==> config.mk <==
export PLATFORM = sky130hd
export DESIGN_NAME = ladder_lowpass_filter_unit
export DESIGN_NICKNAME = d
export VERILOG_FILES = /design/src/design/llf_pkg.sv /design/src/design/llf_mul.sv /design/src/design/llf_ctrl.sv /design/src/design/llf_dpath.sv /design/src/design/ladder_lowpass_filter_unit.sv
export SDC_FILE = /design/constraint.sdc
export NUM_CORES = 2
export LEC_CHECK = 0
export BUFFER_PORTS_ARGS = -buffer_cell sky130_fd_sc_hd__buf_2
export CAP_MARGIN = 20
export CORE_ASPECT_RATIO = 1.75
export CORE_MARGIN = 10
export CORE_UTILIZATION = 50
export DETAILED_ROUTE_END_ITERATION = 16
export PLACE_DENSITY = 0.68
export SETUP_SLACK_MARGIN = 0.3
export SKIP_LAST_GASP = 1
export SLEW_MARGIN = 20
export SYNTH_ARGS = -nofsm -noshare
export SYNTH_HDL_FRONTEND = slang
export SYNTH_SLANG_ARGS = --single-unit
==> constraint.sdc <==
create_clock -name clk -period 8.01 [get_ports clk]
set_clock_uncertainty 0.2 [all_clocks]
set_input_delay 1.2015 -clock clk [delete_from_list [all_inputs] [get_ports clk]]
set_output_delay 1.2015 -clock clk [all_outputs]
set_load 0.005 [all_outputs]
==> src/design/llf_pkg.sv <==
package llf_pkg;

	localparam int SAMPLE_WIDTH_DEF = 16;
	localparam int STATE_WIDTH_DEF  = 24;

	// configuration port
	localparam int CFG_W     = 15;
	localparam int CFG_IDX_W = 1;
	localparam logic [CFG_IDX_W-1:0] REG_CUTOFF    = 1'b0;
	localparam logic [CFG_IDX_W-1:0] REG_RESONANCE = 1'b1;
	localparam logic [CFG_W-1:0]     CUTOFF_RST    = 15'd26214;
	localparam logic [CFG_W-1:0]     RESONANCE_RST = 15'd0;

	// fixed coefficients
	localparam int C_POINT8 = 26214; // 0.8 in Q0.15
	localparam int C_FIVE6  = 45875; // 5.6 in Q3.13
	localparam int C_SIXTH  = 5461;  // 1/6 in Q0.15
	localparam int C_ONE15  = 32768; // 1.0 in Q.15

	// one entry per product of the per-sample schedule
	typedef enum logic [4:0] {
		STP_P,
		STP_PC,
		STP_Q0SQ,
		STP_INNER,
		STP_G,
		STP_K,
		STP_KS,
		STP_S1A,
		STP_S1B,
		STP_S2A,
		STP_S2B,
		STP_S3A,
		STP_S3B,
		STP_S4A,
		STP_S4B,
		STP_SQ,
		STP_CU,
		STP_TH
	} step_t;

	typedef struct packed {
		logic  start;
		logic  load;
		logic  mul;
		logic  wb;
		logic  out_load;
		step_t step;
	} ctrl_t;

	// fraction bits used for the cube
	function automatic int cube_frac(input int sw);
		return (sw - 4 > 24) ? 24 : sw - 4;
	endfunction

	function automatic int mul_a_w(input int sw);
		return sw + 8;
	endfunction

	function automatic int mul_b_w(input int sw);
		int aw;
		aw = sw - (sw - 4 - cube_frac(sw)) + 1;
		return (aw > 17) ? aw : 17;
	endfunction

endpackage

==> src/design/llf_mul.sv <==
module llf_mul #(
	parameter int A_W = 31,
	parameter int B_W = 25
) (
	input  logic                     clk,
	input  logic                     en,
	input  logic signed [A_W-1:0]    a,
	input  logic signed [B_W-1:0]    b,
	output logic signed [A_W+B_W-1:0] prod
);

	logic signed [A_W+B_W-1:0] prod_q;

	always_ff @(posedge clk) begin
		if (en) begin
			prod_q <= a * b;
		end
	end

	assign prod = prod_q;

endmodule

==> src/design/llf_ctrl.sv <==
module llf_ctrl (
	input  logic           clk,
	input  logic           arst_n,
	input  logic           in_valid,
	output logic           in_ready,
	output logic           out_valid,
	input  logic           out_ready,
	output llf_pkg::ctrl_t ctrl
);
	import llf_pkg::*;

	typedef enum logic [2:0] {
		IDLE,
		LOAD,
		MUL,
		WB,
		OUT
	} state_t;

	state_t state_q;
	step_t  step_q;
	logic   out_valid_q;
	logic   out_free;

	assign out_free = !out_valid_q || out_ready;

	always_ff @(posedge clk or negedge arst_n) begin
		if (!arst_n) begin
			state_q     <= IDLE;
			step_q      <= STP_P;
			out_valid_q <= 1'b0;
		end else begin
			// raise valid with a new sample, drop it after a transfer
			if (state_q == OUT && out_free) begin
				out_valid_q <= 1'b1;
			end else if (out_ready) begin
				out_valid_q <= 1'b0;
			end
			unique case (state_q)
				IDLE: begin
					if (in_valid) begin
						state_q <= LOAD;
						step_q  <= STP_P;
					end
				end
				LOAD: state_q <= MUL;
				MUL:  state_q <= WB;
				WB: begin
					if (step_q == STP_TH) begin
						state_q <= OUT;
					end else begin
						step_q  <= step_t'(step_q + 5'd1);
						state_q <= LOAD;
					end
				end
				OUT: begin
					// hold the finished sample until the output slot frees up
					if (out_free) begin
						state_q <= IDLE;
					end
				end
				default: state_q <= IDLE;
			endcase
		end
	end

	assign in_ready      = (state_q == IDLE);
	assign out_valid     = out_valid_q;
	assign ctrl.start    = (state_q == IDLE) && in_valid;
	assign ctrl.load     = (state_q == LOAD);
	assign ctrl.mul      = (state_q == MUL);
	assign ctrl.wb       = (state_q == WB);
	assign ctrl.out_load = (state_q == OUT) && out_free;
	assign ctrl.step     = step_q;

endmodule

==> src/design/llf_dpath.sv <==
module llf_dpath #(
	parameter int SAMPLE_WIDTH = llf_pkg::SAMPLE_WIDTH_DEF,
	parameter int STATE_WIDTH  = llf_pkg::STATE_WIDTH_DEF,
	parameter int A_W          = llf_pkg::mul_a_w(STATE_WIDTH),
	parameter int B_W          = llf_pkg::mul_b_w(STATE_WIDTH)
) (
	input  logic                              clk,
	input  logic                              arst_n,
	input  llf_pkg::ctrl_t                    ctrl,
	input  logic                              cfg_wr_en,
	input  logic [llf_pkg::CFG_IDX_W-1:0]     cfg_index,
	input  logic [llf_pkg::CFG_W-1:0]         cfg_wdata,
	input  logic signed [SAMPLE_WIDTH-1:0]    sample_in,
	output logic signed [A_W-1:0]             opa,
	output logic signed [B_W-1:0]             opb,
	input  logic signed [A_W+B_W-1:0]         prod,
	output logic signed [SAMPLE_WIDTH-1:0]    sample_out
);
	import llf_pkg::*;

	localparam int SW  = STATE_WIDTH;
	localparam int SMW = SAMPLE_WIDTH;
	localparam int SF  = SW - 4;
	localparam int XF  = SMW - 1;
	localparam int CF  = cube_frac(SW);
	localparam int D   = SF - CF;
	localparam int AW  = SW - D + 1;
	localparam int SQW = AW + 4;
	localparam int CUW = AW + 7;
	localparam int PW  = A_W + B_W;
	localparam int XW  = SMW + 1;
	localparam int OW  = (XF > SF) ? (SW + XF - SF + 1) : (SW + 1);

	localparam logic signed [PW-1:0] ST_MAX  = {{(PW-SW+1){1'b0}}, {(SW-1){1'b1}}};
	localparam logic signed [PW-1:0] ST_MIN  = ~ST_MAX;
	localparam logic signed [OW-1:0] OUT_MAX = {{(OW-SMW+1){1'b0}}, {(SMW-1){1'b1}}};
	localparam logic signed [OW-1:0] OUT_MIN = ~OUT_MAX;

	// config and filter state
	logic [CFG_W-1:0]         cutoff_q;
	logic [CFG_W-1:0]         resonance_q;
	logic signed [SW-1:0]     hold_q;
	logic signed [SW-1:0]     st1_q;
	logic signed [SW-1:0]     st2_q;
	logic signed [SW-1:0]     st3_q;
	logic signed [SW-1:0]     st4_q;

	// per-sample working registers
	logic signed [SW-1:0]     x_q;
	logic signed [SW-1:0]     v_q;
	logic signed [SW-1:0]     t1_q;
	logic signed [SW-1:0]     t2_q;
	logic signed [PW-1:0]     acc_q;
	logic [13:0]              p_q;
	logic [14:0]              pc_q;
	logic [15:0]              q0sq_q;
	logic [17:0]              inner_q;
	logic [16:0]              g_q;
	logic [15:0]              k_q;
	logic signed [SQW-1:0]    sq_q;
	logic signed [CUW-1:0]    cube_q;
	logic signed [A_W-1:0]    opa_q;
	logic signed [B_W-1:0]    opb_q;
	logic signed [SMW-1:0]    out_q;

	logic signed [A_W-1:0]    opa_d;
	logic signed [B_W-1:0]    opb_d;
	logic [15:0]              q0;
	logic signed [16:0]       f_val;
	logic signed [AW-1:0]     a_val;
	logic signed [SW-1:0]     x_ext;
	logic signed [OW-1:0]     y_wide;
	logic signed [SMW-1:0]    y_sat;

	function automatic logic signed [PW-1:0] rnd(input logic signed [PW-1:0] v, input int s);
		return (v + (PW'(1) <<< (s - 1))) >>> s;
	endfunction

	function automatic logic signed [SW-1:0] sat_st(input logic signed [PW-1:0] v);
		if (v > ST_MAX) begin
			return ST_MAX[SW-1:0];
		end else if (v < ST_MIN) begin
			return ST_MIN[SW-1:0];
		end
		return v[SW-1:0];
	endfunction

	assign q0    = 16'h8000 - {1'b0, cutoff_q};
	assign f_val = signed'({1'b0, pc_q, 1'b0}) - 17'sd16384;

	generate
		if (D == 0) begin : g_cube_in_full
			assign a_val = AW'(st4_q);
		end else begin : g_cube_in_rnd
			assign a_val = AW'(rnd(PW'(st4_q), D));
		end

		if (SF >= XF) begin : g_in_up
			assign x_ext = SW'(sample_in) <<< (SF - XF);
		end else begin : g_in_down
			assign x_ext = SW'((XW'(sample_in) + (XW'(1) <<< (XF - SF - 1))) >>> (XF - SF));
		end

		if (XF >= SF) begin : g_out_up
			assign y_wide = OW'(st4_q) <<< (XF - SF);
		end else begin : g_out_down
			assign y_wide = (OW'(st4_q) + (OW'(1) <<< (SF - XF - 1))) >>> (SF - XF);
		end
	endgenerate

	always_comb begin
		if (y_wide > OUT_MAX) begin
			y_sat = OUT_MAX[SMW-1:0];
		end else if (y_wide < OUT_MIN) begin
			y_sat = OUT_MIN[SMW-1:0];
		end else begin
			y_sat = y_wide[SMW-1:0];
		end
	end

	// operand select for the shared multiplier
	always_comb begin
		opa_d = '0;
		opb_d = '0;
		unique case (ctrl.step)
			STP_P: begin
				opa_d = A_W'(signed'({1'b0, cutoff_q}));
				opb_d = B_W'(signed'({1'b0, q0}));
			end
			STP_PC: begin
				opa_d = A_W'(signed'({1'b0, p_q}));
				opb_d = B_W'(C_POINT8);
			end
			STP_Q0SQ: begin
				opa_d = A_W'(signed'({1'b0, q0}));
				opb_d = B_W'(signed'({1'b0, q0}));
			end
			STP_INNER: begin
				opa_d = A_W'(signed'({1'b0, q0sq_q}));
				opb_d = B_W'(C_FIVE6);
			end
			STP_G: begin
				opa_d = A_W'(signed'({1'b0, inner_q}));
				opb_d = B_W'(signed'({1'b0, q0}));
			end
			STP_K: begin
				opa_d = A_W'(signed'({1'b0, g_q}));
				opb_d = B_W'(signed'({1'b0, resonance_q}));
			end
			STP_KS: begin
				opa_d = A_W'(st4_q);
				opb_d = B_W'(signed'({1'b0, k_q}));
			end
			STP_S1A: begin
				opa_d = A_W'(v_q) + A_W'(hold_q);
				opb_d = B_W'(signed'({1'b0, pc_q}));
			end
			STP_S1B: begin
				opa_d = A_W'(st1_q);
				opb_d = B_W'(f_val);
			end
			STP_S2A: begin
				opa_d = A_W'(st1_q) + A_W'(t1_q);
				opb_d = B_W'(signed'({1'b0, pc_q}));
			end
			STP_S2B: begin
				opa_d = A_W'(st2_q);
				opb_d = B_W'(f_val);
			end
			STP_S3A: begin
				opa_d = A_W'(st2_q) + A_W'(t2_q);
				opb_d = B_W'(signed'({1'b0, pc_q}));
			end
			STP_S3B: begin
				opa_d = A_W'(st3_q);
				opb_d = B_W'(f_val);
			end
			STP_S4A: begin
				opa_d = A_W'(st3_q) + A_W'(t1_q);
				opb_d = B_W'(signed'({1'b0, pc_q}));
			end
			STP_S4B: begin
				opa_d = A_W'(st4_q);
				opb_d = B_W'(f_val);
			end
			STP_SQ: begin
				opa_d = A_W'(a_val);
				opb_d = B_W'(a_val);
			end
			STP_CU: begin
				opa_d = A_W'(sq_q);
				opb_d = B_W'(a_val);
			end
			STP_TH: begin
				opa_d = A_W'(cube_q);
				opb_d = B_W'(C_SIXTH);
			end
			default: ;
		endcase
	end

	always_ff @(posedge clk or negedge arst_n) begin
		if (!arst_n) begin
			cutoff_q    <= CUTOFF_RST;
			resonance_q <= RESONANCE_RST;
			hold_q      <= '0;
			st1_q       <= '0;
			st2_q       <= '0;
			st3_q       <= '0;
			st4_q       <= '0;
		end else begin
			if (cfg_wr_en) begin
				unique case (cfg_index)
					REG_CUTOFF:    cutoff_q    <= cfg_wdata;
					REG_RESONANCE: resonance_q <= cfg_wdata;
				endcase
			end
			if (ctrl.wb) begin
				case (ctrl.step)
					STP_S1B: st1_q <= sat_st(rnd(acc_q - prod, 14));
					STP_S2B: st2_q <= sat_st(rnd(acc_q - prod, 14));
					STP_S3B: st3_q <= sat_st(rnd(acc_q - prod, 14));
					STP_S4B: st4_q <= sat_st(rnd(acc_q - prod, 14));
					STP_TH: begin
						st4_q  <= sat_st(PW'(st4_q) - (rnd(prod, 15) <<< D));
						hold_q <= v_q;
					end
					default: ;
				endcase
			end
		end
	end

	always_ff @(posedge clk) begin
		if (ctrl.start) begin
			x_q <= x_ext;
		end
		if (ctrl.load) begin
			opa_q <= opa_d;
			opb_q <= opb_d;
		end
		if (ctrl.out_load) begin
			out_q <= y_sat;
		end
		if (ctrl.wb) begin
			case (ctrl.step) inside
				STP_P:     p_q     <= 14'(rnd(prod, 15));
				STP_PC:    pc_q    <= 15'(rnd(PW'(signed'({1'b0, cutoff_q})) + rnd(prod, 15), 1));
				STP_Q0SQ:  q0sq_q  <= 16'(rnd(prod, 15));
				STP_INNER: inner_q <= 18'(PW'(signed'({1'b0, cutoff_q})) + rnd(prod, 13));
				STP_G:     g_q     <= 17'(PW'(C_ONE15) + rnd(prod, 16));
				STP_K:     k_q     <= 16'(rnd(rnd(prod, 15), 1));
				STP_KS:    v_q     <= sat_st(PW'(x_q) - rnd(prod, 14));
				STP_S1A, STP_S2A, STP_S3A, STP_S4A: acc_q <= prod;
				STP_S1B:   t1_q    <= st1_q;
				STP_S2B:   t2_q    <= st2_q;
				STP_S3B:   t1_q    <= st3_q;
				STP_SQ:    sq_q    <= SQW'(rnd(prod, CF));
				STP_CU:    cube_q  <= CUW'(rnd(prod, CF));
				default: ;
			endcase
		end
	end

	assign opa        = opa_q;
	assign opb        = opb_q;
	assign sample_out = out_q;

endmodule

==> src/design/ladder_lowpass_filter_unit.sv <==
// Channel   Signals                          Dir  Moves
// input     in_valid / in_ready, sample_in   in   one Q1.15 sample per transfer
// output    out_valid / out_ready, sample_out out  one filtered sample per transfer
// config    cfg_wr_en, cfg_index, cfg_wdata  in   0 = cutoff, 1 = resonance
//
// Each sample runs from its transfer to the earliest next one as follows: 18 products
// run one after another through the single shared multiplier, each as operand load,
// multiply and write-back, then the output register is loaded and the sequencer goes
// back to idle. in_ready is high only between samples.
// arst_n clears the stage values, the input hold and the output valid, and sets the
// registers to cutoff 0.8 and resonance 0. A stalled output holds its sample; the
// block still takes the next sample and waits at the end until the output slot frees.
module ladder_lowpass_filter_unit #(
	parameter int SAMPLE_WIDTH = llf_pkg::SAMPLE_WIDTH_DEF,
	parameter int STATE_WIDTH  = llf_pkg::STATE_WIDTH_DEF
) (
	input  logic                           clk,
	input  logic                           arst_n,
	input  logic                           in_valid,
	output logic                           in_ready,
	input  logic signed [SAMPLE_WIDTH-1:0] sample_in,
	output logic                           out_valid,
	input  logic                           out_ready,
	output logic signed [SAMPLE_WIDTH-1:0] sample_out,
	input  logic                           cfg_wr_en,
	input  logic [llf_pkg::CFG_IDX_W-1:0]  cfg_index,
	input  logic [llf_pkg::CFG_W-1:0]      cfg_wdata
);
	import llf_pkg::*;

	// multiplier operand widths follow from the state width
	localparam int MUL_A_W = mul_a_w(STATE_WIDTH);
	localparam int MUL_B_W = mul_b_w(STATE_WIDTH);

	ctrl_t                            ctrl;
	logic signed [MUL_A_W-1:0]        opa;
	logic signed [MUL_B_W-1:0]        opb;
	logic signed [MUL_A_W+MUL_B_W-1:0] prod;

	// sequencer: walks the product schedule and owns both handshakes
	llf_ctrl u_ctrl (
		.clk       (clk),
		.arst_n    (arst_n),
		.in_valid  (in_valid),
		.in_ready  (in_ready),
		.out_valid (out_valid),
		.out_ready (out_ready),
		.ctrl      (ctrl)
	);

	// registers, operand select, rounding and saturation on write-back
	llf_dpath #(
		.SAMPLE_WIDTH (SAMPLE_WIDTH),
		.STATE_WIDTH  (STATE_WIDTH),
		.A_W          (MUL_A_W),
		.B_W          (MUL_B_W)
	) u_dpath (
		.clk        (clk),
		.arst_n     (arst_n),
		.ctrl       (ctrl),
		.cfg_wr_en  (cfg_wr_en),
		.cfg_index  (cfg_index),
		.cfg_wdata  (cfg_wdata),
		.sample_in  (sample_in),
		.opa        (opa),
		.opb        (opb),
		.prod       (prod),
		.sample_out (sample_out)
	);

	// the one shared multiplier, product registered
	llf_mul #(
		.A_W (MUL_A_W),
		.B_W (MUL_B_W)
	) u_mul (
		.clk  (clk),
		.en   (ctrl.mul),
		.a    (opa),
		.b    (opb),
		.prod (prod)
	);

endmodule

Word level (Yosys, flattened, before mapping)
Cells that the tools add are included.
{ "totals": {"register_bits": 591, "in_bits": 37, "out_inout_bits": 18, "elab_cells": 184} }
{ "op_classes": {"n_addsub": 22, "mul": 1, "magnitude_cmp": 8, "n_eq_ne": 25, "mux": 52, "n_bitwise": 13, "n_reduce_logical": 36} }
{ "op_table": {"columns": ["op", "count"], "rows": [
  ["$pmux 32 s16", 1],
  ["$mux 24", 15],
  ["$pmux 25 s9", 1],
  ["$add 57x15->57 const B", 2],
  ["$gt 57x24->1 const B", 2],
  ["$lt 57x24->1 const B", 2],
  ["$add 24x24->25", 4],
  ["$add 57x16->57 const B", 1],
  ["$mul 32x25->57", 1],
  ["$sub 57x57->57", 1],
  ["$add 52x21->52 const B", 1],
  ["$pmux 24 s2", 1],
  ["$sub 21x43->44", 1],
  ["$gt 43x24->1 const B", 1],
  ["$lt 43x24->1 const B", 1],
  ["$sub 24x42->43", 1],
  ["$eq 5x4->1 const B", 8],
  ["$add 33x17->33 const B", 1],
  ["$add 31x14->31 const B", 1],
  ["$mux 1", 26],
  ["$add 24x6->25 const B", 1],
  ["$reduce_and 11->1", 2],
  ["$eq 5x3->1 const B", 4],
  ["$gt 20x16->1 const B", 1],
  ["other kinds (42)", 77]
]} }

Depth between registers and ports, before layout
{ "depth": {"word_depth": 14, "ltp_mapped": 30, "depth_no_buf": 29} }

Modules after synthesis
Synthesis repeated with hierarchy kept, for this count alone.
{ "hier_totals": {"hier_cells": 7382, "hier_area_um2": 69354.0} }
{ "by_module_without_submodules": {"columns": ["module", "n_inst", "cells_each", "area_each_um2", "seq_area_each_um2"], "rows": [
  ["llf_dpath", 1, 4224, 39131.3, 14994.4],
  ["llf_mul", 1, 3113, 29748.5, 1711.6],
  ["llf_ctrl", 1, 45, 474.2, 225.2]
]} }

Least setup slack after synthesis
OpenSTA, ideal clock, no wires.
{ "synth_path": {"kind": "register -> register", "startpoint": "register u_dpath.opa_q[11] (netlist: u_dpath.opa[11])", "endpoint": "register u_mul.prod_q[56] (netlist: u_mul.prod[56]), data pin", "setup_time_ns": 0.260, "arrival_ns": 7.397, "required_ns": 7.550, "setup_slack_ns": 0.153, "path_stages_with_launch": 30, "n_path_buf": 1, "synth_period_minus_slack_ns": 7.857, "path_cell_list": "edfxtp_1 > clkbuf_1 > nand2_1 > fa_1 > inv_1 > fa_1 > inv_1 > fa_1 > fa_1 > fa_1 > inv_1 > fa_1 > inv_1 > fa_1 > inv_1 > ha_1 > a21o_1 > a221o_1 > a21oi_1 > o21a_1 > o221a_2 > a32oi_1 > a31oi_1 > o21ba_2 > o211ai_1 > a311oi_1 > o31a_1 > o21ai_0 > a21oi_1 > xnor2_1"} }
{ "synth_between": {"elab_chain_cells": 1} }
{ "synth_rtl": {"columns": ["element", "line_no", "rtl"], "rows": [
  ["start, declared", "llf_dpath.sv:62", "logic signed [A_W-1:0] opa_q;"],
  ["start signal, assigned", "llf_dpath.sv:239", "opa_q <= opa_d;"],
  ["$mul 32x25->57", "llf_mul.sv:16", "prod_q <= a * b;"],
  ["end signal, assigned", "llf_mul.sv:16", null],
  ["end, declared", "llf_mul.sv:12", "logic signed [A_W+B_W-1:0] prod_q;"]
]} }
No other way between the ends.
A chain may end at the register's enable or synchronous reset.

Worst setup path in the final report
{ "layout_path": {"startpoint": "register u_dpath.opa_q[12] (netlist: u_dpath.opa[12])", "endpoint": "register u_mul.prod_q[56] (netlist: u_mul.prod[56]), data pin"} }
Same word-level chain as after synthesis.

==> impl_results.md <==
* Result of the run: finished clean
* Clock latency reported for the late side of the worst-skew pair at 700 ps
* Worst reg2reg path startpoint: u_dpath.opa[12]
* Footprint of the multi-input gates at 46600 um^2
* Average wire per cell in the routed design at 24.8 um
* Fraction of the core area covered by cells at the end of the flow at 56.2%
* Root buf cell: sky130_fd_sc_hd__clkbuf_16
* Final setup TNS at 0 ps
* Worst path required time at 8230 ps
* Clock tree from TritonCTS: done
* Post-route cell area at 75600 um^2
* Post-route fraction of the period consumed by the critical path at 97.7%
* Combined global-route utilization of all metal layers at 30.2%
* Clock slew at reported path FFs at 70 ps
* Half-perimeter wire length after placement at 187000 um
* Vias after detailed routing at 54.0k
* Total grt overflow at 0
* Post-synthesis cell count at 7124
* Sort of element at the end of the critical path: flop
* Period minus WS final at 7830 ps
* Highest achievable clock rate at 0.128 GHz
* Post-synthesis instance area at 67700 um^2
* Syn Nets at 8472
* EDFF count, synth at 431
* # clock sinks at 590
* Die ar. at 151000 um^2
* Die height at 507 um
* Warnings from Yosys at 0
* Tightest Pin Transition at 1250 ps
* Arrival time of data at the critical path endpoint at 8050 ps
* Number of optimization iterations in the first detailed-route pass at 9
* Total count of hold-check failures in the final report at 0
* Layout Nets at 8705
* Growth of design area from synthesis to finish at 11.7%
* Worst path setup slack after routing at 183 ps
* Gpl congestion at 1.04
* Global-route wire length before repair at 348000 um
* Sequential fraction of the synthesis area at 25.0%
* Largest net degree at the start of global routing at 64
* Register-to-Register Path Depth at 31
* Unrepaired setup endpoints after global routing: yes
* Worst slack at placement at -123 ps
* Register bit total from synthesis at 590
* Number of distinct library cells after synthesis at 93
* Fraction of layout instances using a drive strength above 1 at 11.5%
* Total I/O pin count at 55
* Standard-cell row count at 178
* Peak fanout along the critical path at 3
* Effective utilization at floorplan at 50.3%
* Async S/R FF share, synth at 26.9%
* Most used flip-flop cell after synthesis: sky130_fd_sc_hd__edfxtp_1
* Cell with the most instances on the worst path: sky130_fd_sc_hd__fa_1
* CP startpoint kind: flop
* Routed Antenna Nets at 0
* Number of buffer cells added on primary ports at 54
* Endpoint of the most critical register-to-register path: u_mul.prod[56]
* Wire length after detailed routing at 228000 um
* Number of inserted filler cells in the final layout at 11.9k
* Initial DRC Count at 4119
* Per-cell via count in the routed design at 5.86
* Die Span X at 298 um
* Number of design rule violations left after detail routing at 0
* Std-Cell Core Area at 135000 um^2
* Final Max Slew Viols at 0
* Number of global-route vias before repair at 57.8k
* Number of antenna violations at the first check in global routing at 4
* Number of buffers between clock root and the deepest sink at 3
* Remaining max-slew budget at the tightest pin at 16.3%
* Number of max-cap violations at 0
* Total setup violations reported at the end of the flow at 0
* Storage element area at 16900 um^2
* Worst setup path class: reg -> reg
* Post-Place Cell Area at 71900 um^2
* Min-delay worst type: in -> async
* Setup slack of the worst register-to-register path at 180 ps
* Maximum cell stage delay along the critical path at 580 ps
* Crit-path slowest cell: sky130_fd_sc_hd__fa_2
* Cts bufs inserted at 57
* H-tree depth at 2
* Post-Synthesis Mean Instance Area at 9.50 um^2
[final cells by class]
class	count	area share [%]
diodes	2	0.00662
well taps	1800	2.98
repair buffers	473	5.37
clock buffers	74	2.17
flip-flops and latches	590	22.4
clock inverters	33	0.429
multi-input cells	5237	61.7
inverters	998	4.96
[worst max-delay path, delay by kind of cell (launching register included)]
family	cells	cell delay, ps
buffers and inverters	8	580
DFF	1	450
AOI/OAI and AO/OA	13	2490
and+or+nand+nor	1	50
adders and majority gates	8	3690
xor gates and xnor gates	1	90
[flip-flops by register name, indices dropped and copies added, names as in the netlist, 24 cells and up]
register / cells
u_mul.prod: 57
u_dpath.st3_q: 24
u_dpath.t2_q: 24
u_dpath.st1_q: 24
u_dpath.cube_q: 32
u_dpath.opb: 24
u_dpath.sq_q: 29
u_dpath.opa: 32
u_dpath.hold_q: 24
u_dpath.acc_q: 57
u_dpath.st4_q: 24
u_dpath.st2_q: 24
u_dpath.v_q: 24
u_dpath.t1_q: 24
[through the flow]
stage / hold WS, ps / instances
3_5_place_dp: 233 / 9026
3_3_place_gp: 239 / 9026
4_1_cts: 203 / 9183
2_1_floorplan: 224 / 7124
6_report: 207 / 9207
5_1_grt: 232 / 9206
[per-layer routing]
metal | part of all wire (%) | track usage, % | vias up
met5 | 0.0057 | 0 | -
met4 | 8.6 | 21.4 | 2
met3 | 5.3 | 2.53 | 796
met2 | 52 | 55.1 | 2173
met1 | 34 | 32.7 | 26918
li1 | - | - | 24092
[synth_stat cells (all sizes together) (9+ instances only)]
master   number  area (um^2)
o21ai       287         1440
a21o        141         1060
fa          827        16600
nor2b        66          413
mux2         29          327
ha          484         6060
dfrtp       151         3780
o221ai       14          123
edfxtp      431        12900
nor2        280         1080
a21boi       17          128
nand4        86          538
or2           9         56.3
a21oi       319         1680
clkinv        9         33.8
a31o         10         87.6
a22oi        45          338
o21bai       43          323
o31ai        20          150
o22ai         9         56.3
buf          32          210
nor3         63          315
a31oi        26          169
nor4         37          253
nand3       127          636
nand2b       50          313
o21a         29          218
a211o        11         96.3
nand2       990         3720
xor2        125         1090
o211ai       20          155
a222oi       42          420
or3          19          119
a221oi       43          470
xnor2       343         3000
and3         49          307
and2        407         2550
a211oi       23          173
inv         989         3710
a2111oi      11         96.3
clkbuf      267         1000
a221o        14          140
[cell usage in the layout (no fill, tap or decap), types with 20 or more instances in the layout]
cell                        Yosys  routed
sky130_fd_sc_hd__a211oi_1      23      22
sky130_fd_sc_hd__a21o_1       141     141
sky130_fd_sc_hd__a21oi_1      297     278
sky130_fd_sc_hd__a21oi_2       22      40
sky130_fd_sc_hd__a221oi_1      28      27
sky130_fd_sc_hd__a222oi_1      42      42
sky130_fd_sc_hd__a22oi_1       45      45
sky130_fd_sc_hd__a31oi_1       25      23
sky130_fd_sc_hd__and2_1       406     392
sky130_fd_sc_hd__and3_1        49      46
sky130_fd_sc_hd__buf_12         0      27
sky130_fd_sc_hd__buf_2          6      53
sky130_fd_sc_hd__buf_4          6     339
sky130_fd_sc_hd__buf_6          8      45
sky130_fd_sc_hd__clkbuf_16      0      63
sky130_fd_sc_hd__dfrtp_1      151     151
sky130_fd_sc_hd__edfxtp_1     431     431
sky130_fd_sc_hd__fa_1         827     800
sky130_fd_sc_hd__fa_2           0      27
sky130_fd_sc_hd__ha_1         484     459
sky130_fd_sc_hd__ha_4           0      22
sky130_fd_sc_hd__inv_1        989     965
sky130_fd_sc_hd__inv_2          0      24
sky130_fd_sc_hd__mux2_2        29      29
sky130_fd_sc_hd__nand2_1      990     985
sky130_fd_sc_hd__nand2b_1      50      49
sky130_fd_sc_hd__nand3_1      127     122
sky130_fd_sc_hd__nand4_1       86      86
sky130_fd_sc_hd__nor2_1       278     265
sky130_fd_sc_hd__nor2b_1       66      61
sky130_fd_sc_hd__nor3_1        63      56
sky130_fd_sc_hd__nor4_1        35      33
sky130_fd_sc_hd__o21a_1        29      29
sky130_fd_sc_hd__o21ai_0      263     248
sky130_fd_sc_hd__o21ai_1       23      31
sky130_fd_sc_hd__o21bai_1      43      43
sky130_fd_sc_hd__o31ai_1       20      20
sky130_fd_sc_hd__xnor2_1      343     342
sky130_fd_sc_hd__xor2_1       125     124
[worst max path at each step]
stage,startpoint,endpoint,slack [ps]
2_1_floorplan,u_dpath.opa[31],u_mul.prod[56],300
3_3_place_gp,u_dpath.opb[9],u_mul.prod[56],-80
3_5_place_dp,u_dpath.opb[14],u_mul.prod[56],-120
4_1_cts,u_dpath.opa[12],u_mul.prod[56],220
5_1_grt,u_dpath.opa[12],u_mul.prod[56],-30
6_report,u_dpath.opa[12],u_mul.prod[56],180
[what timing repair did]
action                     4_1_cts  5_1_grt
pin swaps                      121      128
cloned                           4        0
setup endpoints to repair       20       42
buffers inserted                46       22
hold buffers                     0        0
resized for setup              125      116
[cell families after synthesis]
kind of cell | synth area share, %
compound gates | 11.8
xor+xnor | 6.06
fa+ha+maj | 33.4
buf+inv | 7.33
flops | 25.0
mux | 0.571
simple gates | 15.8
Power is left out: the tool's default activity adds up to more than one toggle a clock period on the data nets, which glitch-free logic cannot reach.
